$ cat src/dpep_pkg.sv
// dpep_pkg: shared types, register codes and reset constants for the
// dark pixel extreme points block; no dependencies
package dpep_pkg;

	localparam int DIM_W   = 13;
	localparam int COORD_W = 12;
	localparam int CHAN_W  = 8;
	localparam int CNT_W   = 3;
	localparam int SHAPE_W = 2;
	localparam int ADDR_W  = 4;
	localparam int DATA_W  = 32;

	localparam logic [DIM_W-1:0]  RST_FRAME_WIDTH    = 13'd640;
	localparam logic [DIM_W-1:0]  RST_FRAME_HEIGHT   = 13'd480;
	localparam logic [CHAN_W-1:0] RST_DARK_THRESHOLD = 8'd60;

	typedef logic [COORD_W-1:0] coord_t;
	typedef logic [CHAN_W-1:0]  chan_t;

	typedef struct packed {
		coord_t row;
		coord_t col;
	} point_t;

	typedef struct packed {
		logic [DIM_W-1:0]  frame_width;
		logic [DIM_W-1:0]  frame_height;
		chan_t             dark_threshold;
	} cfg_t;

	typedef struct packed {
		point_t              top;
		point_t              bottom;
		point_t              left;
		point_t              right;
		logic [CNT_W-1:0]    distinct_points;
		logic [SHAPE_W-1:0]  shape_class;
	} result_t;

	typedef enum logic [1:0] {
		REG_FRAME_WIDTH    = 2'd0,
		REG_FRAME_HEIGHT   = 2'd1,
		REG_DARK_THRESHOLD = 2'd2
	} reg_idx_t;

	typedef enum logic [SHAPE_W-1:0] {
		SHAPE_UNKNOWN  = 2'd0,
		SHAPE_TRIANGLE = 2'd1,
		SHAPE_ELLIPSE  = 2'd2
	} shape_t;

endpackage

$ cat src/dpep_pix_if.sv
// dpep_pix_if: pixel word channel (valid, ready, three color channels)
// depends on dpep_pkg
interface dpep_pix_if import dpep_pkg::*; ();
	logic  valid;
	logic  ready;
	chan_t blue;
	chan_t green;
	chan_t red;

	modport source (output valid, output blue, output green, output red, input ready);
	modport sink   (input valid, input blue, input green, input red, output ready);
endinterface

$ cat src/dpep_pts_if.sv
// dpep_pts_if: extreme points result word channel
// depends on dpep_pkg
interface dpep_pts_if import dpep_pkg::*; ();
	logic                valid;
	logic                ready;
	coord_t              top_row;
	coord_t              top_col;
	coord_t              bottom_row;
	coord_t              bottom_col;
	coord_t              left_row;
	coord_t              left_col;
	coord_t              right_row;
	coord_t              right_col;
	logic [CNT_W-1:0]    distinct_points;
	logic [SHAPE_W-1:0]  shape_class;

	modport source (
		output valid, output top_row, output top_col, output bottom_row, output bottom_col,
		output left_row, output left_col, output right_row, output right_col,
		output distinct_points, output shape_class, input ready
	);
	modport sink (
		input valid, input top_row, input top_col, input bottom_row, input bottom_col,
		input left_row, input left_col, input right_row, input right_col,
		input distinct_points, input shape_class, output ready
	);
endinterface

$ cat src/dpep_pixel_stage.sv
// dpep_pixel_stage: input register with dark pixel classification
// depends on dpep_pkg and dpep_pix_if
module dpep_pixel_stage import dpep_pkg::*; (
	input  logic            clk,
	input  logic            arst_n,
	dpep_pix_if.sink        pix,
	input  chan_t           threshold,
	input  logic            advance,
	output logic            valid,
	output logic            dark
);

	logic valid_s1;
	logic dark_s1;
	logic take;
	logic dark_in;

	assign pix.ready = !valid_s1 || advance;
	assign take      = pix.valid && pix.ready;
	assign dark_in   = (pix.blue < threshold) || (pix.green < threshold) ||
	                   (pix.red < threshold);

	always_ff @(posedge clk or negedge arst_n) begin
		if (!arst_n) begin
			valid_s1 <= 1'b0;
		end else if (pix.ready) begin
			valid_s1 <= pix.valid;
		end
	end

	always_ff @(posedge clk) begin
		if (take) begin
			dark_s1 <= dark_in;
		end
	end

	assign valid = valid_s1;
	assign dark  = dark_s1;

endmodule

$ cat src/dpep_tracker.sv
// dpep_tracker: raster position counters, extreme point tracking and
// end of frame result; depends on dpep_pkg
module dpep_tracker import dpep_pkg::*; #(
	parameter int MAX_DIM = 4096
) (
	input  logic     clk,
	input  logic     arst_n,
	input  cfg_t     cfg,
	input  logic     advance,
	input  logic     dark,
	output logic     frame_end,
	output result_t  result
);

	localparam int LIM = (MAX_DIM > 4096) ? 4096 : ((MAX_DIM < 1) ? 1 : MAX_DIM);
	localparam logic [DIM_W-1:0] LIM_D = DIM_W'(LIM);

	function automatic logic [DIM_W-1:0] eff_dim(input logic [DIM_W-1:0] v);
		logic [DIM_W-1:0] r;
		if (v == '0) r = DIM_W'(1);
		else if (v > LIM_D) r = LIM_D;
		else r = v;
		return r;
	endfunction

	coord_t row_q, col_q;
	logic   seen_q;
	point_t top_q, bottom_q, left_q, right_q;

	point_t here;
	point_t top_n, bottom_n, left_n, right_n;
	logic   seen_n;
	logic   row_end;
	logic [CNT_W-1:0] cnt;

	always_comb begin
		here    = '{row: row_q, col: col_q};
		row_end = ({1'b0, col_q} + DIM_W'(1)) >= eff_dim(cfg.frame_width);
		frame_end = row_end && (({1'b0, row_q} + DIM_W'(1)) >= eff_dim(cfg.frame_height));

		top_n    = top_q;
		bottom_n = bottom_q;
		left_n   = left_q;
		right_n  = right_q;
		seen_n   = seen_q || dark;
		if (dark) begin
			if (!seen_q) begin
				top_n    = here;
				bottom_n = here;
				left_n   = here;
				right_n  = here;
			end else begin
				if (row_q > bottom_q.row) bottom_n = here;
				if (col_q < left_q.col)   left_n   = here;
				if (col_q > right_q.col)  right_n  = here;
			end
		end

		// count of distinct points among top, bottom, left, right
		cnt = CNT_W'(1)
		    + CNT_W'(bottom_n != top_n)
		    + CNT_W'((left_n != top_n) && (left_n != bottom_n))
		    + CNT_W'((right_n != top_n) && (right_n != bottom_n) && (right_n != left_n));
		if (!seen_n) cnt = '0;

		result.top             = top_n;
		result.bottom          = bottom_n;
		result.left            = left_n;
		result.right           = right_n;
		result.distinct_points = cnt;
		case (cnt)
			3'd3:    result.shape_class = SHAPE_TRIANGLE;
			3'd4:    result.shape_class = SHAPE_ELLIPSE;
			default: result.shape_class = SHAPE_UNKNOWN;
		endcase
	end

	always_ff @(posedge clk or negedge arst_n) begin
		if (!arst_n) begin
			row_q    <= '0;
			col_q    <= '0;
			seen_q   <= 1'b0;
			top_q    <= '0;
			bottom_q <= '0;
			left_q   <= '0;
			right_q  <= '0;
		end else if (advance) begin
			if (frame_end) begin
				row_q    <= '0;
				col_q    <= '0;
				seen_q   <= 1'b0;
				top_q    <= '0;
				bottom_q <= '0;
				left_q   <= '0;
				right_q  <= '0;
			end else begin
				seen_q   <= seen_n;
				top_q    <= top_n;
				bottom_q <= bottom_n;
				left_q   <= left_n;
				right_q  <= right_n;
				if (row_end) begin
					col_q <= '0;
					row_q <= row_q + COORD_W'(1);
				end else begin
					col_q <= col_q + COORD_W'(1);
				end
			end
		end
	end

endmodule

$ cat src/dark_pixel_extreme_points_core.sv
// result path: a frame's last pixel word passes the input register, then its result word
//   is loaded into the result register once that slot is free or being drained
// throughput: one pixel word per cycle; the only stall is a frame's last pixel
//   meeting a result word that has not yet been taken
// reset (arst_n low, asynchronous): registers return to 640 x 480, threshold 60,
//   counters and tracked points clear, no word is held
// depends on dpep_pkg, dpep_pix_if, dpep_pts_if, dpep_pixel_stage, dpep_tracker
module dark_pixel_extreme_points_core import dpep_pkg::*; #(
	parameter int MAX_DIM = 4096
) (
	input  logic               clk,
	input  logic               arst_n,
	// apb style configuration port
	input  logic               psel,
	input  logic               penable,
	input  logic               pwrite,
	input  logic [ADDR_W-1:0]  paddr,
	input  logic [DATA_W-1:0]  pwdata,
	output logic [DATA_W-1:0]  prdata,
	output logic               pready,
	// streams
	dpep_pix_if.sink           pix,
	dpep_pts_if.source         pts
);

	// configuration registers
	cfg_t     cfg_q;
	reg_idx_t reg_idx;
	logic     wr_en;

	assign pready  = 1'b1;
	assign reg_idx = reg_idx_t'(paddr[3:2]);
	assign wr_en   = psel && penable && pwrite && pready;

	always_ff @(posedge clk or negedge arst_n) begin
		if (!arst_n) begin
			cfg_q.frame_width    <= RST_FRAME_WIDTH;
			cfg_q.frame_height   <= RST_FRAME_HEIGHT;
			cfg_q.dark_threshold <= RST_DARK_THRESHOLD;
		end else if (wr_en) begin
			case (reg_idx)
				REG_FRAME_WIDTH:    cfg_q.frame_width    <= pwdata[DIM_W-1:0];
				REG_FRAME_HEIGHT:   cfg_q.frame_height   <= pwdata[DIM_W-1:0];
				REG_DARK_THRESHOLD: cfg_q.dark_threshold <= pwdata[CHAN_W-1:0];
				default: ;
			endcase
		end
	end

	// register read back, the unused register index reads zero
	always_comb begin
		case (reg_idx)
			REG_FRAME_WIDTH:    prdata = DATA_W'(cfg_q.frame_width);
			REG_FRAME_HEIGHT:   prdata = DATA_W'(cfg_q.frame_height);
			REG_DARK_THRESHOLD: prdata = DATA_W'(cfg_q.dark_threshold);
			default:            prdata = '0;
		endcase
	end

	// stage 1: accepted pixel word and its dark flag
	logic valid_s1;
	logic dark_s1;
	logic advance;
	logic frame_end;
	result_t result;

	dpep_pixel_stage u_pixel_stage (
		.clk       (clk),
		.arst_n    (arst_n),
		.pix       (pix),
		.threshold (cfg_q.dark_threshold),
		.advance   (advance),
		.valid     (valid_s1),
		.dark      (dark_s1)
	);

	// stage 2: position and point tracking, the result is formed from the
	// updated points in the same cycle as the frame's last pixel
	dpep_tracker #(
		.MAX_DIM (MAX_DIM)
	) u_tracker (
		.clk       (clk),
		.arst_n    (arst_n),
		.cfg       (cfg_q),
		.advance   (advance),
		.dark      (dark_s1),
		.frame_end (frame_end),
		.result    (result)
	);

	// output register; a pixel that closes a frame waits only when the slot
	// is still full and not being drained this cycle
	logic    out_valid_q;
	result_t result_q;

	assign advance = valid_s1 && (!frame_end || !out_valid_q || pts.ready);

	always_ff @(posedge clk or negedge arst_n) begin
		if (!arst_n) begin
			out_valid_q <= 1'b0;
		end else if (advance && frame_end) begin
			out_valid_q <= 1'b1;
		end else if (pts.ready) begin
			out_valid_q <= 1'b0;
		end
	end

	always_ff @(posedge clk) begin
		if (advance && frame_end) begin
			result_q <= result;
		end
	end

	assign pts.valid           = out_valid_q;
	assign pts.top_row         = result_q.top.row;
	assign pts.top_col         = result_q.top.col;
	assign pts.bottom_row      = result_q.bottom.row;
	assign pts.bottom_col      = result_q.bottom.col;
	assign pts.left_row        = result_q.left.row;
	assign pts.left_col        = result_q.left.col;
	assign pts.right_row       = result_q.right.row;
	assign pts.right_col       = result_q.right.col;
	assign pts.distinct_points = result_q.distinct_points;
	assign pts.shape_class     = result_q.shape_class;

	// a stalled stage 1 word must block new input
	a_stall_blocks_input: assert property (@(posedge clk) disable iff (!arst_n)
		(valid_s1 && !advance) |-> !pix.ready)
		else $error("input accepted while stage 1 is stalled");

	// a held result is never overwritten by a new frame
	a_no_overwrite: assert property (@(posedge clk) disable iff (!arst_n)
		(out_valid_q && !pts.ready) |-> !(advance && frame_end))
		else $error("pending result overwritten");

	// shape class follows the distinct point count
	a_shape_class: assert property (@(posedge clk) disable iff (!arst_n)
		out_valid_q |-> (((result_q.shape_class == SHAPE_ELLIPSE) ==
		                  (result_q.distinct_points == 3'd4)) &&
		                 ((result_q.shape_class == SHAPE_TRIANGLE) ==
		                  (result_q.distinct_points == 3'd3))))
		else $error("shape class does not match distinct point count");

	// an empty frame reports all points at the origin
	a_empty_frame: assert property (@(posedge clk) disable iff (!arst_n)
		(out_valid_q && (result_q.distinct_points == 3'd0)) |->
		((result_q.top == '0) && (result_q.bottom == '0) &&
		 (result_q.left == '0) && (result_q.right == '0)))
		else $error("empty frame with nonzero points");

endmodule

$ cat src/flat_wrapper.sv
// flat-port wrapper written by rule: the top's interface ports become plain ports
module dark_pixel_extreme_points_core_flat import dpep_pkg::*;
#(
	parameter int MAX_DIM = 4096
)
  (clk, arst_n, psel, penable, pwrite, paddr, pwdata, prdata, pready, pix_valid, pix_blue, pix_green, pix_red, pix_ready, pts_valid, pts_top_row, pts_top_col, pts_bottom_row, pts_bottom_col, pts_left_row, pts_left_col, pts_right_row, pts_right_col, pts_distinct_points, pts_shape_class, pts_ready);
  dpep_pix_if pix_i ();
  dpep_pts_if pts_i ();
  input  logic clk;
  input  logic arst_n;
  input  logic psel;
  input  logic penable;
  input  logic pwrite;
  input  logic [ADDR_W-1:0] paddr;
  input  logic [DATA_W-1:0] pwdata;
  output logic [DATA_W-1:0] prdata;
  output logic pready;
  input wire logic [$bits(pix_i.valid)-1:0] pix_valid;
  input wire logic [$bits(pix_i.blue)-1:0] pix_blue;
  input wire logic [$bits(pix_i.green)-1:0] pix_green;
  input wire logic [$bits(pix_i.red)-1:0] pix_red;
  output wire logic [$bits(pix_i.ready)-1:0] pix_ready;
  output wire logic [$bits(pts_i.valid)-1:0] pts_valid;
  output wire logic [$bits(pts_i.top_row)-1:0] pts_top_row;
  output wire logic [$bits(pts_i.top_col)-1:0] pts_top_col;
  output wire logic [$bits(pts_i.bottom_row)-1:0] pts_bottom_row;
  output wire logic [$bits(pts_i.bottom_col)-1:0] pts_bottom_col;
  output wire logic [$bits(pts_i.left_row)-1:0] pts_left_row;
  output wire logic [$bits(pts_i.left_col)-1:0] pts_left_col;
  output wire logic [$bits(pts_i.right_row)-1:0] pts_right_row;
  output wire logic [$bits(pts_i.right_col)-1:0] pts_right_col;
  output wire logic [$bits(pts_i.distinct_points)-1:0] pts_distinct_points;
  output wire logic [$bits(pts_i.shape_class)-1:0] pts_shape_class;
  input wire logic [$bits(pts_i.ready)-1:0] pts_ready;
  assign pix_i.valid = pix_valid;
  assign pix_i.blue = pix_blue;
  assign pix_i.green = pix_green;
  assign pix_i.red = pix_red;
  assign pix_ready = pix_i.ready;
  assign pts_valid = pts_i.valid;
  assign pts_top_row = pts_i.top_row;
  assign pts_top_col = pts_i.top_col;
  assign pts_bottom_row = pts_i.bottom_row;
  assign pts_bottom_col = pts_i.bottom_col;
  assign pts_left_row = pts_i.left_row;
  assign pts_left_col = pts_i.left_col;
  assign pts_right_row = pts_i.right_row;
  assign pts_right_col = pts_i.right_col;
  assign pts_distinct_points = pts_i.distinct_points;
  assign pts_shape_class = pts_i.shape_class;
  assign pts_i.ready = pts_ready;
  dark_pixel_extreme_points_core #(.MAX_DIM(MAX_DIM)) u_core (.clk(clk), .arst_n(arst_n), .psel(psel), .penable(penable), .pwrite(pwrite), .paddr(paddr), .pwdata(pwdata), .prdata(prdata), .pready(pready), .pix(pix_i), .pts(pts_i));
endmodule
$ cat config.mk
export PLATFORM = sky130hd
export DESIGN_NAME = dark_pixel_extreme_points_core_flat
export DESIGN_NICKNAME = d
export VERILOG_FILES = /design/src/dpep_pkg.sv /design/src/dpep_pix_if.sv /design/src/dpep_pts_if.sv /design/src/dpep_pixel_stage.sv /design/src/dpep_tracker.sv /design/src/dark_pixel_extreme_points_core.sv /design/src/flat_wrapper.sv
export SDC_FILE = /design/constraint.sdc
export NUM_CORES = 1
export LEC_CHECK = 0
export BUFFER_PORTS_ARGS = -buffer_cell sky130_fd_sc_hd__buf_2
export CORE_AREA = 10 10 195 197
export CTS_BUF_LIST = sky130_fd_sc_hd__clkbuf_4 sky130_fd_sc_hd__clkbuf_8
export DETAILED_ROUTE_END_ITERATION = 8
export DIE_AREA = 0 0 205 207
export GPL_ROUTABILITY_DRIVEN = 0
export HOLD_SLACK_MARGIN = 0.05
export PLACE_DENSITY = 0.67
export SETUP_SLACK_MARGIN = 0.1
export SLEW_MARGIN = 20
export SYNTH_ARGS = -nofsm -noshare
export SYNTH_HDL_FRONTEND = slang
export SYNTH_SLANG_ARGS = --single-unit
$ cat constraint.sdc
create_clock -name clk -period 8.8 [get_ports clk]
set_clock_uncertainty 0.2 [all_clocks]
set_input_delay 1.76 -clock clk [delete_from_list [all_inputs] [get_ports clk]]
set_output_delay 1.76 -clock clk [all_outputs]
set_load 0.1 [all_outputs]
==> out/summary.txt, run 1 <==
Final instance area: 17,200 µm²
Clock buffer depth: 3
Synth async-reset ratio: 60.6%
Post-CTS resize count: 0
Combinational share of power: 61.2%
Initial core utilization: 44.4%
Row cnt: 68
Clock-pin slew on the worst setup and hold paths: 0.06 ns
Number of cells produced by synthesis: 1,500
Area of placed instances: 16,300 µm²
Hold WS: 0.278 ns
Worst Hold Class: flip-flop to flip-flop
Sw frac: 49.1%
Vias in the first global route: 12,000
Layout area overhead: 13.8%
Boundary Pins: 203
Post-route ant nets: 0
Ys flop type: dfrtp_1
Critical Path RT: 6.84 ns
Core area: 34,100 µm²
Area of the multi-input gates: 7260 µm²
Crit share post-route: 77.6%
Synth unique cells: 60
TritonCTS Buffers: 45
Congestion Overflow GR: 0
Yosys warns: 0
Share of the synthesized area in the top cell type: 24.3%
Outcome: finished clean
Hold_buf cts: 0
Critical Path Start: u_core.u_tracker.row_q[1]
Leak pwr: 8.12 nW
Sequential share of power: 24.0%
Worst Max-Slew Pin Slew: 1.07 ns
Die W: 205 µm
Post-synth EDFFs: 102
Design internal power: 0.00404 W
Via count: 11,700
Setup_tns: 0 ns
Routed WL: 42,900 µm
Reg2reg start: u_core.u_tracker.col_q[9]
Residual DRC: 0
Cell type with the largest total area after synthesis: dfrtp_1
Clk root buf: clkbuf_8
RSZ-0062 raised after global routing: false
H-tree lvl count: 2
Hold Vio Cnt, Final: 0
Hold Startpoint: u_core.u_tracker.top_q[1]
Die area: 42,400 µm²
Clock Latency Late Sink: 0.58 ns
Initial drt markers: 1,015
FF+latch area: 7000 µm²
Critical path peak fanout: 14
I/O Buffers: 161
Fin nets: 1,804
Mean Syn Cell Area: 10.1 µm²
PwrDens: 460 nW/µm²
F_max: 0.146 GHz
TritonCTS clock tree: yes
Seq cells post-synth: 259
First-pass GRT wire length: 66,900 µm
Crit. End Element: output port
Max-slew violations: 0
Postcts setup bufs: 0
Crit path DAT: 4.87 ns
Startpoint Class: flip-flop
Min Clock Period, post-route: 6.83 ns
Post-synthesis cell area: 15,100 µm²
Peak supply drop: 358 µV
Fraction of power consumed by the clock network: 14.8%
Die height: 207 µm
Ranking of synthesized cells by area: dfrtp_1 24%, edfxtp_1 20%, xnor2_1 7.9%
Final setup margin: 1.97 ns
CP Class: flip-flop to output port
Clk sinks: 259
Seq/Total Area, Yosys: 46.2%
Setup-failing EPs final: 0
Leading cell types in the layout, fill and taps excluded: 171 x nand2_1, 160 x buf_2, 147 x dfrtp_1, 141 x inv_1, 140 x o21ai_0
DR pass1 iterations: 5
Pre-CTS WS: 2.60 ns
Vias per Instance: 5.47
Worst rel slew slack: 26.7%
Commonest non-fill, non-tap cell in the layout: nand2_1
Share of layout cells above drive strength 1: 19.3%
GRT Overall Usage: 19.5%
Drt wl/cell: 20.0 µm
DP HPWL: 31,500 µm
Largest net degree at the start of global routing: 97
Initial antenna violation count: 3
Switching power: 0.00389 W
Final Core Density: 50.5%
Max-cap violations: 0
Fill cells: 3,127
==> path summary, 6_finish.rpt <==
check,end,slack (ns),depth (start not counted)
min in group asynchronous,u_core.cfg_q[18],1.12,1
worst min register to register,u_core.u_tracker.top_q[1],0.28,2
worst max-delay path,pix_ready,1.97,14
max in group asynchronous,u_core.u_tracker.row_q[6],5.83,2
worst min-delay path,u_core.u_tracker.top_q[1],0.28,2
worst max register to register,u_core.pts.shape_class[0],2.75,18
==> Yosys cell counts (4+ instances only) <==
library cell	number
o21ai_0	140
mux2i_4	4
a211oi_1	6
a21o_1	17
a22o_1	10
dfstp_2	10
o211ai_1	5
and2_0	4
clkbuf_1	51
inv_2	5
dfrtp_1	147
a221oi_1	4
nand2b_1	11
nand3b_1	4
o21ai_1	7
buf_2	10
ha_1	87
edfxtp_1	102
buf_6	4
inv_1	141
mux2i_2	19
buf_4	21
mux2i_1	61
o21a_1	6
xor2_1	19
nor3_1	18
a21oi_1	44
a211o_1	6
nand3_1	24
nand2_1	172
xnor2_1	137
nor4_1	29
nor2b_1	13
and2_1	6
a31oi_1	4
nor2_1	36
and3_1	18
mux2_2	26
nand4_1	42
or3_1	4
==> routing by layer <==
metal,track usage (%),wire (µm)
met5,0,7
met1,25.8,18500
met4,8.31,1740
met2,29.9,18800
met3,4.76,3850
==> per-stage QoR <==
step / power, W / cells
2_1_floorplan: 0.00550 / 1518
3_3_place_gp: 0.00659 / 2058
3_5_place_dp: 0.00668 / 2058
4_1_cts: 0.00788 / 2141
5_1_grt: 0.00835 / 2141
6_report: 0.00793 / 2142
==> registers in the layout, summed over array words and instances, names as in the netlist, 24 cells and up <==
signal,cells
u_core.u_tracker.top_q,24
u_core.cfg_q,34
u_core.u_tracker.left_q,24
u_core.u_tracker.bottom_q,24
u_core.u_tracker.right_q,24
==> kinds of logic (layout without fill, tap and decap cells) <==
family	Yosys count	count (layout)	synth area share [%]
other	2	21	0.0496
AO/OA/AOI/OAI	264	264	10.2
multiplexers	110	110	8.29
adder cells (fa/ha/maj)	87	87	7.19
flip-flops	259	259	46.2
XOR/XNOR	156	156	9.02
AND/OR/NAND/NOR	388	388	12.4
buffers and inverters	234	402	6.60
==> final cells by class <==
class,count,share of cell area (%)
antenna,1,0.0145
clock buffer,66,4.72
clock inverter,17,0.834
inverter,146,3.18
multi-input combinational,1025,42.1
sequential,259,40.6
tap,455,3.30
timing repair buffer,173,5.23
==> power groups by stage <==
stage	Clock [W]	Sequential, W	Combinational (W)
4_1_cts	0.00119	0.00190	0.00479
3_3_place_gp	0	0.00190	0.00469
6_report	0.00118	0.00191	0.00485
2_1_floorplan	0	0.00195	0.00356
5_1_grt	0.00125	0.00194	0.00516
3_5_place_dp	0	0.00192	0.00476
==> worst max-delay path: stages (launching register included) <==
cell,delay (ns)
dfrtp_1,0.62
ha_1,0.28
nand3_1,0.14
nor3_1,0.41
xor2_1,0.25
ha_1,0.28
a21o_1,0.18
a21o_1,0.17
a211o_1,0.29
o221ai_1,0.15
a211o_1,0.47
nand2b_1,0.43
nor2_1,0.14
nand2_1,0.08
buf_2,0.44
No activity file was read; power rests on OpenSTA's default activity.
==> run 2: changes to the inputs <==
==> constraint.sdc (replaced) <==
create_clock -name clk -period 7.08 [get_ports clk]
set_clock_uncertainty 0.2 [all_clocks]
set_input_delay 1.416 -clock clk [delete_from_list [all_inputs] [get_ports clk]]
set_output_delay 1.416 -clock clk [all_outputs]
set_load 0.1 [all_outputs]
==> run 2 against run 1 <==
Net effect: sequential power grew 24%; die area is the same; sequential share of layout area shrank 0.24 points; wire length shrank 1.1%; clock-buffer cell count shrank 5; hold slack gained 0.0026 ns; total power grew 25%; critical path depth is the same; cell count grew 0.42%; largest power group unchanged.
==> out/summary.txt, run 2 (same netlist as run 1, synthesis figures left out) <==
TritonCTS clock tree: yes
Crit share post-route: 92.1%
Clock buffer depth: 3
Fin nets: 1,813
Initial antenna violation count: 2
Clk root buf: clkbuf_8
Clock Latency Late Sink: 0.58 ns
Hold_buf cts: 0
Reg2Reg Setup Slack: 1.42 ns
Drt wl/cell: 19.7 µm
Hold Startpoint: u_core.u_tracker.bottom_q[4]
Clock-pin slew on the worst setup and hold paths: 0.06 ns
Hold Crit Depth: 2
Leading cell types in the layout, fill and taps excluded: 171 x nand2_1, 160 x buf_2, 147 x dfrtp_1, 141 x inv_1, 140 x o21ai_0
Cell total after placement: 2,068
Largest net degree at the start of global routing: 109
First-pass GRT wire length: 66,700 µm
Crit. End Element: output port
Reg2reg start: u_core.u_tracker.col_q[7]
Area of placed instances: 16,400 µm²
Critical path peak fanout: 14
Congestion Overflow GR: 0
Boundary Pins: 203
Commonest non-fill, non-tap cell in the layout: nand2_1
Startpoint Class: flip-flop
Hold Vio Cnt, Final: 0
DP HPWL: 31,400 µm
H-tree lvl count: 2
Initial core utilization: 44.4%
Via count: 11,700
Worst rel slew slack: 33.9%
Row cnt: 68
PwrDens: 570 nW/µm²
Setup-failing EPs final: 0
Layout area overhead: 14.5%
Min Clock Period, post-route: 6.52 ns
Post-route insts no fill: 2,151
Residual DRC: 0
I/O Buffers: 161
Critical Path Start: u_core.u_tracker.row_q[1]
Post-CTS resize count: 0
GRT Overall Usage: 19.5%
Die W: 205 µm
Crit path DAT: 4.90 ns
RSZ-0062 raised after global routing: false
Max-cap violations: 0
DR pass1 iterations: 5
Fill cells: 3,144
Critical Path RT: 5.46 ns
Initial drt markers: 1,024
Clk sinks: 259
TritonCTS Buffers: 44
Worst Hold Class: flip-flop to flip-flop
Vias per Instance: 5.43
Die height: 207 µm
F_max: 0.153 GHz
Core area: 34,100 µm²
Biggest register: u_core.cfg_q
Postcts setup bufs: 0
Number of flip-flops in the largest register: 34
Max-slew violations: 0
Hold EP: u_core.u_tracker.bottom_q[4]
Routed WL: 42,400 µm
Worst Max-Slew Pin Slew: 0.992 ns
Share of layout cells above drive strength 1: 19.5%
Peak supply drop: 334 µV
Setup_tns: 0 ns
Vias in the first global route: 11,800
Reg2reg path depth: 18
Outcome: finished clean
Die area: 42,400 µm²
Final instance area: 17,300 µm²
Reg2reg end: u_core.pts.shape_class[0]
Leak pwr: 8.17 nW
Post-route ant nets: 0
CP Class: flip-flop to output port
==> run 2: worst max-delay path by stage <==
stage | slack (ns) | cells after the start | end
6_report | 0.56 | 14 | pix_ready
5_1_grt | 0.29 | 14 | pix_ready
4_1_cts | 0.56 | 14 | pix_ready
3_5_place_dp | 1.19 | 14 | pix_ready
3_3_place_gp | 1.26 | 14 | pix_ready
2_1_floorplan | 0.93 | 14 | u_core.pts.bottom_col[0]
==> run 2: metrics by stage <==
| stage | setup slack [ns] | util, % | power (W) | hold WS (ns) |
|---|---|---|---|---|
| global route | 0.292 | 50.8 | 0.0104 | 0.305 |
| detailed placement | 1.19 | 48.0 | 0.00833 | 0.270 |
| floorplan | 0.929 | - | 0.00684 | 0.249 |
| CTS | 0.563 | 50.8 | 0.00981 | 0.284 |
| finish | 0.560 | 50.8 | 0.00988 | 0.280 |
| global placement | 1.26 | 48.0 | 0.00822 | 0.261 |
==> run 2: per-layer routing <==
metal / wire length [µm] / track usage, %
met1: 18500 / 26.3
met2: 18900 / 29.9
met3: 3590 / 4.67
met4: 1370 / 6.97
met5: 0 / 0
==> run 2: critical path: stages, from the launching register on <==
cell and delay [ns]:
dfrtp_1 0.63, ha_1 0.27, nand3_1 0.13, nor3_1 0.43, xor2_1 0.24, ha_1 0.27
a21o_1 0.18, a21o_1 0.17, a211o_1 0.28, o221ai_1 0.16, a211o_1 0.47, nand2b_1 0.41
nor2_1 0.14, nand2_1 0.09, buf_2 0.44
==> run 2: final cells by class <==
cell class	count	area [µm²]	share of cell area [%]
sequential	259	7000	40.4
timing repair buffer	183	997	5.75
multi-input combinational	1025	7260	41.8
clock inverter	20	204	1.18
tap	455	569	3.28
antenna	2	5.00	0.0289
inverter	146	548	3.16
clock buffer	61	758	4.37
==> run 2: power by group <==
group	internal [W]	switching, W	leakage, nW	total (W)
clock	0.000845	0.000621	0.507	0.00147
combinational	0.00226	0.00378	4.69	0.00604
sequential	0.00200	0.000372	2.98	0.00237
total	0.00510	0.00478	8.17	0.00988
